$ cat src/rspt_pkg.sv
// ----------------------------------------------------------------------------
// rspt_pkg: route segment progress tracker shared definitions
// Widths, function codes, register map and controller states.
// ----------------------------------------------------------------------------
package rspt_pkg;

  localparam int unsigned MaxSegments = 32;
  localparam int unsigned SegW        = $clog2(MaxSegments);
  localparam int unsigned CntW        = SegW + 1;
  localparam int unsigned CoordW      = 32;
  localparam int unsigned ProdW       = 2 * CoordW;
  localparam int unsigned DistW       = ProdW + 1;
  localparam int unsigned BitCntW     = $clog2(CoordW);
  localparam int unsigned RegW        = 6;
  localparam int unsigned ApbDataW    = 32;
  localparam int unsigned ApbAddrW    = 3;

  typedef enum logic [1:0] {
    FuncLoad   = 2'd0,
    FuncStart  = 2'd1,
    FuncUpdate = 2'd2
  } func_e;

  typedef enum logic {
    RegSegCount = 1'b0
  } reg_e;

  typedef enum logic [2:0] {
    StIdle,
    StRead,
    StDiff,
    StMul,
    StSum,
    StDone
  } state_e;

endpackage

$ cat src/route_segment_progress_tracker.sv
// ----------------------------------------------------------------------------
// route_segment_progress_tracker: active route segment tracking
// Holds segment end points and advances the active segment on position
// updates while the next end point is at most as far as the active one.
// ----------------------------------------------------------------------------
//  channel | handshake               | payload
//  --------+-------------------------+------------------------------------------
//  in      | in_valid_i / in_ready_o | func_i, seg_index_i, coord_x_i, coord_y_i
//  out     | out_valid_o/out_ready_i | active_segment_o, progress_o, advanced_o
//  cfg     | APB psel/penable/pready | paddr, pwdata, prdata (segment_count @0)
//
//  Load, start, unused codes and updates that cannot advance go from accept
//  straight to the done state without a distance compare.
//  Updates that can advance square the distance to the active end point and
//  then to each next one, using the bit-serial 32x32 shift-add multipliers.
//  Reset clears the active index, segment_count (to 1) and the output valid.
//  A new transaction is taken while the previous result still waits.
module route_segment_progress_tracker
  import rspt_pkg::*;
(
  input  logic                clk_i,
  input  logic                rst_ni,
  input  logic                in_valid_i,
  output logic                in_ready_o,
  input  logic [1:0]          func_i,
  input  logic [SegW-1:0]     seg_index_i,
  input  logic [CoordW-1:0]   coord_x_i,
  input  logic [CoordW-1:0]   coord_y_i,
  output logic                out_valid_o,
  input  logic                out_ready_i,
  output logic [SegW-1:0]     active_segment_o,
  output logic [CntW-1:0]     progress_o,
  output logic                advanced_o,
  input  logic                psel,
  input  logic                penable,
  input  logic                pwrite,
  input  logic [ApbAddrW-1:0] paddr,
  input  logic [ApbDataW-1:0] pwdata,
  output logic [ApbDataW-1:0] prdata,
  output logic                pready
);

  state_e               state_q, state_d;
  logic [RegW-1:0]      seg_count_q;
  logic [SegW-1:0]      active_q;
  logic                 adv_q;
  logic                 nxt_q;
  logic [CoordW-1:0]    pos_x_q, pos_y_q;
  logic [CoordW-1:0]    mcand_x_q, mcand_y_q;
  logic [ProdW-1:0]     prod_x_q, prod_y_q;
  logic [BitCntW-1:0]   bit_cnt_q;
  logic [DistW-1:0]     dcur_q;
  logic                 out_valid_q;
  logic [SegW-1:0]      out_act_q;
  logic                 out_adv_q;

  logic                 in_acc;
  logic                 ram_we;
  logic [SegW-1:0]      ram_raddr;
  logic [ProdW-1:0]     ram_rdata;
  logic [CoordW-1:0]    end_x, end_y;
  logic [CntW-1:0]      eff_cnt;
  logic [CntW-1:0]      act_inc;
  logic                 can_adv_now;
  logic                 can_adv_next;
  logic [DistW-1:0]     dist_sum;
  logic                 nxt_le;
  logic [CoordW-1:0]    abs_x, abs_y;
  logic [CoordW:0]      sum_x, sum_y;
  logic                 cfg_we;

  // configuration
  assign pready = 1'b1;
  assign cfg_we = psel & penable & pwrite & (paddr[ApbAddrW-1] == RegSegCount);

  always_comb begin
    prdata = '0;
    if (paddr[ApbAddrW-1] == RegSegCount) begin
      prdata = {{(ApbDataW-RegW){1'b0}}, seg_count_q};
    end
  end

  always_ff @(posedge clk_i or negedge rst_ni) begin
    if (!rst_ni) begin
      seg_count_q <= RegW'(1);
    end else if (cfg_we) begin
      seg_count_q <= pwdata[RegW-1:0];
    end
  end

  always_comb begin
    if (seg_count_q == '0) begin
      eff_cnt = CntW'(1);
    end else if (seg_count_q > RegW'(MaxSegments)) begin
      eff_cnt = CntW'(MaxSegments);
    end else begin
      eff_cnt = CntW'(seg_count_q);
    end
  end

  assign act_inc      = {1'b0, active_q} + CntW'(1);
  assign can_adv_now  = act_inc < eff_cnt;
  assign can_adv_next = (act_inc + CntW'(1)) < eff_cnt;

  // end point table
  assign in_acc    = in_valid_i & in_ready_o;
  assign ram_we    = in_acc & (func_i == FuncLoad);
  assign ram_raddr = nxt_q ? act_inc[SegW-1:0] : active_q;

  rspt_ram #(
    .Width(ProdW),
    .Depth(MaxSegments)
  ) u_ram (
    .clk_i  (clk_i),
    .we_i   (ram_we),
    .waddr_i(seg_index_i),
    .wdata_i({coord_x_i, coord_y_i}),
    .raddr_i(ram_raddr),
    .rdata_o(ram_rdata)
  );

  assign end_x = ram_rdata[ProdW-1:CoordW];
  assign end_y = ram_rdata[CoordW-1:0];

  // absolute coordinate differences
  always_comb begin
    if ($signed(pos_x_q) >= $signed(end_x)) begin
      abs_x = pos_x_q - end_x;
    end else begin
      abs_x = end_x - pos_x_q;
    end
    if ($signed(pos_y_q) >= $signed(end_y)) begin
      abs_y = pos_y_q - end_y;
    end else begin
      abs_y = end_y - pos_y_q;
    end
  end

  // one multiplier bit per cycle
  assign sum_x = {1'b0, prod_x_q[ProdW-1:CoordW]} + (prod_x_q[0] ? {1'b0, mcand_x_q} : '0);
  assign sum_y = {1'b0, prod_y_q[ProdW-1:CoordW]} + (prod_y_q[0] ? {1'b0, mcand_y_q} : '0);

  assign dist_sum = {1'b0, prod_x_q} + {1'b0, prod_y_q};
  assign nxt_le   = dist_sum <= dcur_q;

  // controller
  always_comb begin
    state_d    = state_q;
    in_ready_o = 1'b0;
    case (state_q)
      StIdle: begin
        in_ready_o = 1'b1;
        if (in_valid_i) begin
          if (func_i == FuncUpdate && can_adv_now) begin
            state_d = StRead;
          end else begin
            state_d = StDone;
          end
        end
      end
      StRead: state_d = StDiff;
      StDiff: state_d = StMul;
      StMul: begin
        if (bit_cnt_q == BitCntW'(CoordW - 1)) begin
          state_d = StSum;
        end
      end
      StSum: begin
        if (!nxt_q) begin
          state_d = StRead;
        end else if (nxt_le && can_adv_next) begin
          state_d = StRead;
        end else begin
          state_d = StDone;
        end
      end
      StDone: begin
        if (!out_valid_q || out_ready_i) begin
          state_d = StIdle;
        end
      end
      default: state_d = StIdle;
    endcase
  end

  always_ff @(posedge clk_i or negedge rst_ni) begin
    if (!rst_ni) begin
      state_q     <= StIdle;
      active_q    <= '0;
      adv_q       <= 1'b0;
      nxt_q       <= 1'b0;
      out_valid_q <= 1'b0;
    end else begin
      state_q <= state_d;
      if (state_q == StDone && (!out_valid_q || out_ready_i)) begin
        out_valid_q <= 1'b1;
      end else if (out_valid_q && out_ready_i) begin
        out_valid_q <= 1'b0;
      end
      case (state_q)
        StIdle: begin
          if (in_acc) begin
            adv_q <= 1'b0;
            nxt_q <= 1'b0;
            if (func_i == FuncStart) begin
              active_q <= '0;
            end
          end
        end
        StSum: begin
          if (!nxt_q) begin
            nxt_q <= 1'b1;
          end else if (nxt_le) begin
            active_q <= act_inc[SegW-1:0];
            adv_q    <= 1'b1;
          end
        end
        default: ;
      endcase
    end
  end

  always_ff @(posedge clk_i) begin
    case (state_q)
      StIdle: begin
        if (in_acc) begin
          pos_x_q <= coord_x_i;
          pos_y_q <= coord_y_i;
        end
      end
      StDiff: begin
        mcand_x_q <= abs_x;
        mcand_y_q <= abs_y;
        prod_x_q  <= {{CoordW{1'b0}}, abs_x};
        prod_y_q  <= {{CoordW{1'b0}}, abs_y};
        bit_cnt_q <= '0;
      end
      StMul: begin
        prod_x_q  <= {sum_x, prod_x_q[CoordW-1:1]};
        prod_y_q  <= {sum_y, prod_y_q[CoordW-1:1]};
        bit_cnt_q <= bit_cnt_q + BitCntW'(1);
      end
      StSum: begin
        if (!nxt_q || nxt_le) begin
          dcur_q <= dist_sum;
        end
      end
      StDone: begin
        if (!out_valid_q || out_ready_i) begin
          out_act_q <= active_q;
          out_adv_q <= adv_q;
        end
      end
      default: ;
    endcase
  end

  assign out_valid_o      = out_valid_q;
  assign active_segment_o = out_act_q;
  assign progress_o       = {1'b0, out_act_q} - CntW'(1);
  assign advanced_o       = out_adv_q;

endmodule

$ cat src/rspt_ram.sv
// ----------------------------------------------------------------------------
// rspt_ram: generic single-port-write, single-port-read RAM
// One write and one registered read per cycle; contents undefined at reset.
// ----------------------------------------------------------------------------
module rspt_ram #(
  parameter int unsigned Width = 64,
  parameter int unsigned Depth = 32
) (
  input  logic                     clk_i,
  input  logic                     we_i,
  input  logic [$clog2(Depth)-1:0] waddr_i,
  input  logic [Width-1:0]         wdata_i,
  input  logic [$clog2(Depth)-1:0] raddr_i,
  output logic [Width-1:0]         rdata_o
);

  logic [Width-1:0] mem_q [Depth];
  logic [Width-1:0] rdata_q;

  always_ff @(posedge clk_i) begin
    if (we_i) begin
      mem_q[waddr_i] <= wdata_i;
    end
    rdata_q <= mem_q[raddr_i];
  end

  assign rdata_o = rdata_q;

endmodule

$ cat config.mk
export PLATFORM = sky130hd
export DESIGN_NAME = route_segment_progress_tracker
export DESIGN_NICKNAME = d
export VERILOG_FILES = /design/src/rspt_pkg.sv /design/src/route_segment_progress_tracker.sv /design/src/rspt_ram.sv
export SDC_FILE = /design/constraint.sdc
export NUM_CORES = 2
export LEC_CHECK = 0
export BUFFER_PORTS_ARGS = -buffer_cell sky130_fd_sc_hd__buf_2
export CAP_MARGIN = 10
export CELL_PAD_IN_SITES_DETAIL_PLACEMENT = 2
export CELL_PAD_IN_SITES_GLOBAL_PLACEMENT = 2
export CORE_ASPECT_RATIO = 0.6
export CORE_MARGIN = 10
export CORE_UTILIZATION = 45
export CTS_BUF_LIST = sky130_fd_sc_hd__clkbuf_4 sky130_fd_sc_hd__clkbuf_8 sky130_fd_sc_hd__clkbuf_16
export DETAILED_ROUTE_END_ITERATION = 12
export PLACE_DENSITY_LB_ADDON = 0.1
export SLEW_MARGIN = 30
export SYNTH_ARGS = -nofsm -noshare
export SYNTH_HDL_FRONTEND = slang
export SYNTH_SLANG_ARGS = --single-unit
$ cat constraint.sdc
create_clock -name clk_i -period 11.6 [get_ports clk_i]
set_clock_uncertainty 0.05 [all_clocks]
set_input_delay 1.74 -clock clk_i [delete_from_list [all_inputs] [get_ports clk_i]]
set_output_delay 1.74 -clock clk_i [all_outputs]
set_load 0.02 [all_outputs]
# --- Word level (Yosys, flattened, before mapping) ---
# Memories as Yosys holds them, arrays and structs flattened. A register that Yosys moved wholly into a read port is not among the register bits.
# Index checks and enable logic that the tools add are counted.
totals:
  regBits: 349
  mem_bits_rw: 2048
  input_bits: 113
  output_inout_bits: 47
  elab_cells: 109
  n_memories: 1
classes:
  add_sub_neg: 11
  magnitude_cmp: 6
  n_eq_ne: 15
  muxes: 33
  bitwise_logic: 6
  n_reduce_logical: 21
mem_list:
  columns: ["memory", "depth", "width", "read_ports", "rd_clocked_by_memory_dff", "write_ports", "line", "text"]
  rows:
  - ["u_ram.mem_q", 32, 64, 1, 1, 1, "rspt_ram.sv:17", "logic [Width-1:0] mem_q [Depth];"]
op_table:
  columns: ["op", "n"]
  rows:
  - ["64-bit one-hot mux with 2 select lines", 2]
  - ["32-bit 2-to-1 mux", 4]
  - ["32-bit subtractor", 4]
  - ["32-bit by 32-bit adder with 33-bit output", 2]
  - ["64-bit by 64-bit adder with 65-bit output", 1]
  - ["65-bit less-or-equal comparator", 1]
  - ["32-bit >= comparator", 2]
  - ["5-bit 2-to-1 mux", 5]
  - ["5-bit one-hot mux with 2 select lines", 2]
  - ["3-bit 2-to-1 mux", 6]
  - ["6-bit 2-to-1 mux", 3]
  - ["3-bit one-hot mux with 6 select lines", 1]
  - ["2-bit != test, second input constant", 7]
  - ["6-bit less-than comparator", 2]
  - ["1-bit 2-to-1 mux", 8]
  - ["2-bit AND reduction", 4]
  - ["5-bit by 1-bit adder with 6-bit output, second input constant", 1]
  - ["6-bit by 1-bit adder with 6-bit output, second input constant", 1]
  - ["3-bit by 2-bit == test with 1-bit output, second input constant", 2]
  - ["3-bit == test, second input constant", 2]
  - ["6-bit > comparator, second input constant", 1]
  - ["6-bit zero test", 1]
  - ["2-bit nonzero test", 3]
  - ["5-bit by 1-bit subtractor with 6-bit output, second input constant", 1]
  - ["16 further kinds", 26]

# --- Logic depth before layout (Yosys ltp) ---
depth:
  depth_word: 8
  depth_mapped: 24
  mapped_depth_nobuf: 23

# --- Modules after synthesis ---
# A second synthesis with hierarchy kept.
unflattened:
  hier_cells: 6177
  hier_area_um2: 107424.3
by_module_without_submodules:
  columns: ["mod", "instances", "cells_per_inst", "area_per_inst_um2", "seq_area_each_um2"]
  rows:
  - ["rspt_ram", 1, 3097, 78964.5, 62780.2]
  - ["route_segment_progress_tracker", 1, 3080, 28459.8, 10396.2]

# --- Worst setup path before layout ---
# OpenSTA, ideal clock, no wires.
synth_timing:
  kind: "reg2reg"
  from: "reg prod_x_q[36]"
  to: "reg dcur_q[0] (enable)"
  setup_time_ns: 0.509
  arrival_time_ns: 7.640
  required_ns: 11.041
  path_slack_ns: 3.401
  path_stages_with_launch: 21
  path_buffers: 1
  period_less_slack_ns: 8.199
  cell_sequence: "edfxtp_1 > ha_1 > clkbuf_1 > nand4_1 > or2_2 > nor4_1 > and4_1 > a21boi_1 > o41ai_2 > o41ai_2 > o41ai_1 > xor2_1 > ha_1 > nand4_1 > nor4_1 > and4_1 > inv_1 > nor4_1 > and4_1 > a21oi_1 > a21oi_1"
synth_between:
  elab_chain_cells: 4
synth_rtl:
  columns: ["item", "line", "text"]
  rows:
  - ["start, declared", "route_segment_progress_tracker.sv:50", "logic [ProdW-1:0] prod_x_q, prod_y_q;"]
  - ["start signal, assigned", "route_segment_progress_tracker.sv:234", "prod_x_q <= {{CoordW{1'b0}}, abs_x};"]
  - ["start signal, assigned", "route_segment_progress_tracker.sv:239", "prod_x_q <= {sum_x, prod_x_q[CoordW-1:1]};"]
  - ["64-bit by 64-bit adder with 65-bit output", "route_segment_progress_tracker.sv:143", "assign dist_sum = {1'b0, prod_x_q} + {1'b0, prod_y_q};"]
  - ["named net dist_sum[63]", "route_segment_progress_tracker.sv:66", "logic [DistW-1:0] dist_sum;"]
  - ["65-bit less-or-equal comparator", "route_segment_progress_tracker.sv:144", "assign nxt_le = dist_sum <= dcur_q;"]
  - ["1-bit logical OR", "route_segment_progress_tracker.sv:244", "if (!nxt_q || nxt_le) begin"]
  - ["2-bit AND reduction (no line)", null, null]
  - ["end signal, assigned", "route_segment_progress_tracker.sv:245", "dcur_q <= dist_sum;"]
  - ["end, declared", "route_segment_progress_tracker.sv:52", "logic [DistW-1:0] dcur_q;"]
# The timed path passes the listed nets, and every way through them passes these cells.
# A chain may end at the register's enable or synchronous reset.

# --- Worst setup path after layout ---
layout_timing:
  from: "reg prod_y_q[0]"
  to: "reg dcur_q[2] (enable)"
layout_between:
  elab_chain_cells: 4
layout_rtl:
  columns: ["item", "line", "text"]
  rows:
  - ["start, declared", "route_segment_progress_tracker.sv:50", null]
  - ["start signal, assigned", "route_segment_progress_tracker.sv:235", "prod_y_q <= {{CoordW{1'b0}}, abs_y};"]
  - ["start signal, assigned", "route_segment_progress_tracker.sv:240", "prod_y_q <= {sum_y, prod_y_q[CoordW-1:1]};"]
  - ["64-bit by 64-bit adder with 65-bit output", "route_segment_progress_tracker.sv:143", null]
  - ["named net dist_sum[63]", "route_segment_progress_tracker.sv:66", null]
  - ["65-bit less-or-equal comparator", "route_segment_progress_tracker.sv:144", null]
  - ["1-bit logical OR", "route_segment_progress_tracker.sv:244", null]
  - ["2-bit AND reduction (no line)", null, null]
# The timed path passes the listed nets, and every way through them passes these cells.

==> flow_summary.yaml <==
clocking:
  cts_resized: 0
  htreeDepth: 4
  clk_latency_ns: 0.94
  root_buffer: "clkbuf_16"
  clock-sinks: 2461
  numCtsBuffers: 233
  clockBufferDepth: 4
  post_cts_buffers: 0
  path_clk_slew_ns: 0.06
  cts_hold_buffers: 0
  cts_tree: "yes"
worst_setup_path:
  r2r-start: "prod_y_q[0]"
  required_ns: 12.07
  cp.depth: 23
  crit_chain: "buf_4 -> ha_1 -> a21o_1 -> nand4_1 -> a21oi_1 -> o2111ai_1 -> o21ai_1 -> a21boi_2 -> o41ai_2 -> o41ai_2 -> o41ai_1 -> xor2_1 -> ha_1 -> nand4_1 -> nor4_1 -> and4_1 -> inv_1 -> nor4_1 -> and4_1 -> a21oi_1 -> buf_4 -> a21oi_4 -> buf_12"
  crit_path_start: "prod_y_q[0]"
  timing_worst_setup_path_type: "flop to flop"
  slowest_delay_ns: 0.67
  regToRegEndpoint: "dcur_q[2]"
  crit_path_start_kind: "flop"
  cp_max_fo: 65
  critPathSlowestCell: "o41ai_2"
  crit_arrival_ns: 8.12
  worst_setup_path_end_kind: "flop"
  reg2reg_slack_ns: 3.96
  crit_buf_inv: 4
  crit_family: "compound AO/OA/AOI/OAI gates"
  crit_end: "dcur_q[2]"
  r2r_cells: 23
pwr:
  peakVddDrop_v: 0.000352
  leakage_uw: 0.0417
  powerDensity_nw_per_um2: 319
layout:
  fin_cells: 9934
  area_delta_synth_final_pct: 12.0
  finalNetCount: 7040
  fillers: 21183
  drive_gt1_share_pct: 20.6
  postLayoutCoreUtil_pct: 50.8
  multi_input_area_sq_um: 32400
  seqCellArea_sq_um: 73200
  design_area_sq_um: 120000
drt:
  wl_per_cell_um: 37.3
  drc: 0
  drtAntennaViolNets: 0
  viasPerCell: 6.35
  wirelength_um: 370000
  drt-initial-drc-count: 7905
  dr.pass1.iters: 5
  vias: 63129
place:
  place_congestion: 0.816
  dp.final_hpwl_um: 232000
  place_area_sq_um: 112000
  dp_cells: 9496
  io_buffers: 104
synthesis:
  synth_flop_cell: "edfxtp_1"
  avgSynthCellArea_sq_um: 16.8
  synthCells: 6389
  synth_top_area_cell: "edfxtp_1"
  netlist_area_sq_um: 107000
  synth_edf_count: 2380
  ys_ff_latch: 2461
  async_reset_ff_share_pct: 0.691
  synth_top_area_share_pct: 66.6
  synth_common_cells: "edfxtp_1, mux4_2, nand2_1, ha_1, a21oi_1"
  synth_most_common_cell: "edfxtp_1"
  yosysWarnings: 0
  yosysSeqAreaShare_pct: 68.2
  synth.area.top_cells: "edfxtp_1, mux4_2, ha_1, nand2_1, a21oi_1"
  synth_cell_types: 94
timing:
  max_slew_margin_pct: 24.0
  hold_slack_ns: 0.411
  rsz0062_at_grt: "no"
  post-route-period-util_pct: 65.9
  setup-violations-final: 0
  layout_min_cycle_time_ns: 7.64
  hold_viol_final: 0
  tightest_slew_ns: 1.13
  max_freq_ghz: 0.131
  slew_violations: 0
  setup_tns_ns: 0
grt:
  antenna_found_initial: 55
  overflow: 0
  grt_pass1_wl_um: 527000
  grt_use_total_pct: 28.1
  grt_max_degree: 131
  grt_pass1_vias: 67135
die:
  start_util_pct: 45.4
  die_h_um: 398
  fp.dieW_um: 650
  core_sq_um: 237000
  rows: 138
  io_pins: 160
  dieArea_sq_um: 259000
worst_hold_path:
  worstHoldPathType: "flop to flop"
job:
  cap_violations: 0
status:
  status: "finished clean"
-- worst min-delay path by stage --
stage	endpoint	from	cells after the start
2_1_floorplan	active_segment_o[2]	active_q[2]	0
3_3_place_gp	advanced_o	adv_q	0
3_5_place_dp	advanced_o	adv_q	0
4_1_cts	advanced_o	adv_q	0
5_1_grt	advanced_o	adv_q	0
6_report	advanced_o	adv_q	0
-- metal layers --
metal | track usage [%] | part of all wire (%) | wire [um]
met1 | 40.7 | 43 | 160000
met2 | 43.9 | 46 | 169000
met4 | 8.11 | 3.1 | 11700
met5 | 0 | 0.034 | 126
met3 | 4.89 | 7.8 | 28900
-- logic make-up (layout without fill, tap and decap cells) --
logic type      count (synthesis)  after routing  share of synthesized area (%)
compound gates                873            873                           5.25
xor+xnor                      178            178                           1.45
fa+ha+maj                     341            341                           4.03
buf+inv                       562            924                           2.14
flops                        2461           2461                           68.2
mux                           685            685                           13.4
other cells                     2             35                        0.00700
simple gates                 1287           1287                           5.53
-- where the power goes --
part	total (uW)	internal [uW]	switching, uW
sequential	11400	10900	547
clock	8050	4520	3540
combinational	18900	7520	11400
-- placed cells by master (no fill, tap or decap), types with 49 or more instances in the layout --
cell type,instances
edfxtp_1,2380
mux4_2,594
nand2_1,535
ha_1,334
a21oi_1,266
inv_1,258
clkbuf_16,238
nor2_1,205
o21ai_0,164
nand3_1,163
a21o_1,152
buf_4,113
buf_2,104
xnor2_1,86
and2_1,78
clkbuf_4,78
xor2_1,75
dfxtp_1,64
mux2_2,56
nor2b_1,52
nor3_1,50
nand4_1,49
-- final cells by class --
type                    count  share of cell area, %
repair buffers            240                   1.56
diodes                      8                 0.0167
flip-flops and latches   2461                   60.9
clock buffers             335                   5.66
inverters                 259                  0.811
multi-input cells        3391                   27.0
clock inverters            90                  0.803
well taps                3150                   3.28
-- sequential cells by signal, summed over array words and instances (netlist names) --
register	cells
bit_cnt_q	5
nxt_q	1
prod_y_q	64
prod_x_q	64
pos_x_q	32
seg_count_q	6
pos_y_q	32
u_ram.rdata_o	64
out_valid_o	1
dcur_q	65
mcand_x_q	32
u_ram.mem_q	2048
state_q	3
advanced_o	1
active_q	5
active_segment_o	5
mcand_y_q	32
adv_q	1
-- per-stage QoR --
stage / power, uW / worst slack [ns]
2_1_floorplan: 23600 / 3.40
4_1_cts: 38400 / 3.86
3_3_place_gp: 29500 / 4.06
6_report: 38400 / 3.96
5_1_grt: 40300 / 3.53
3_5_place_dp: 30200 / 3.90
Note: power is estimated with default switching activity, not from simulation.
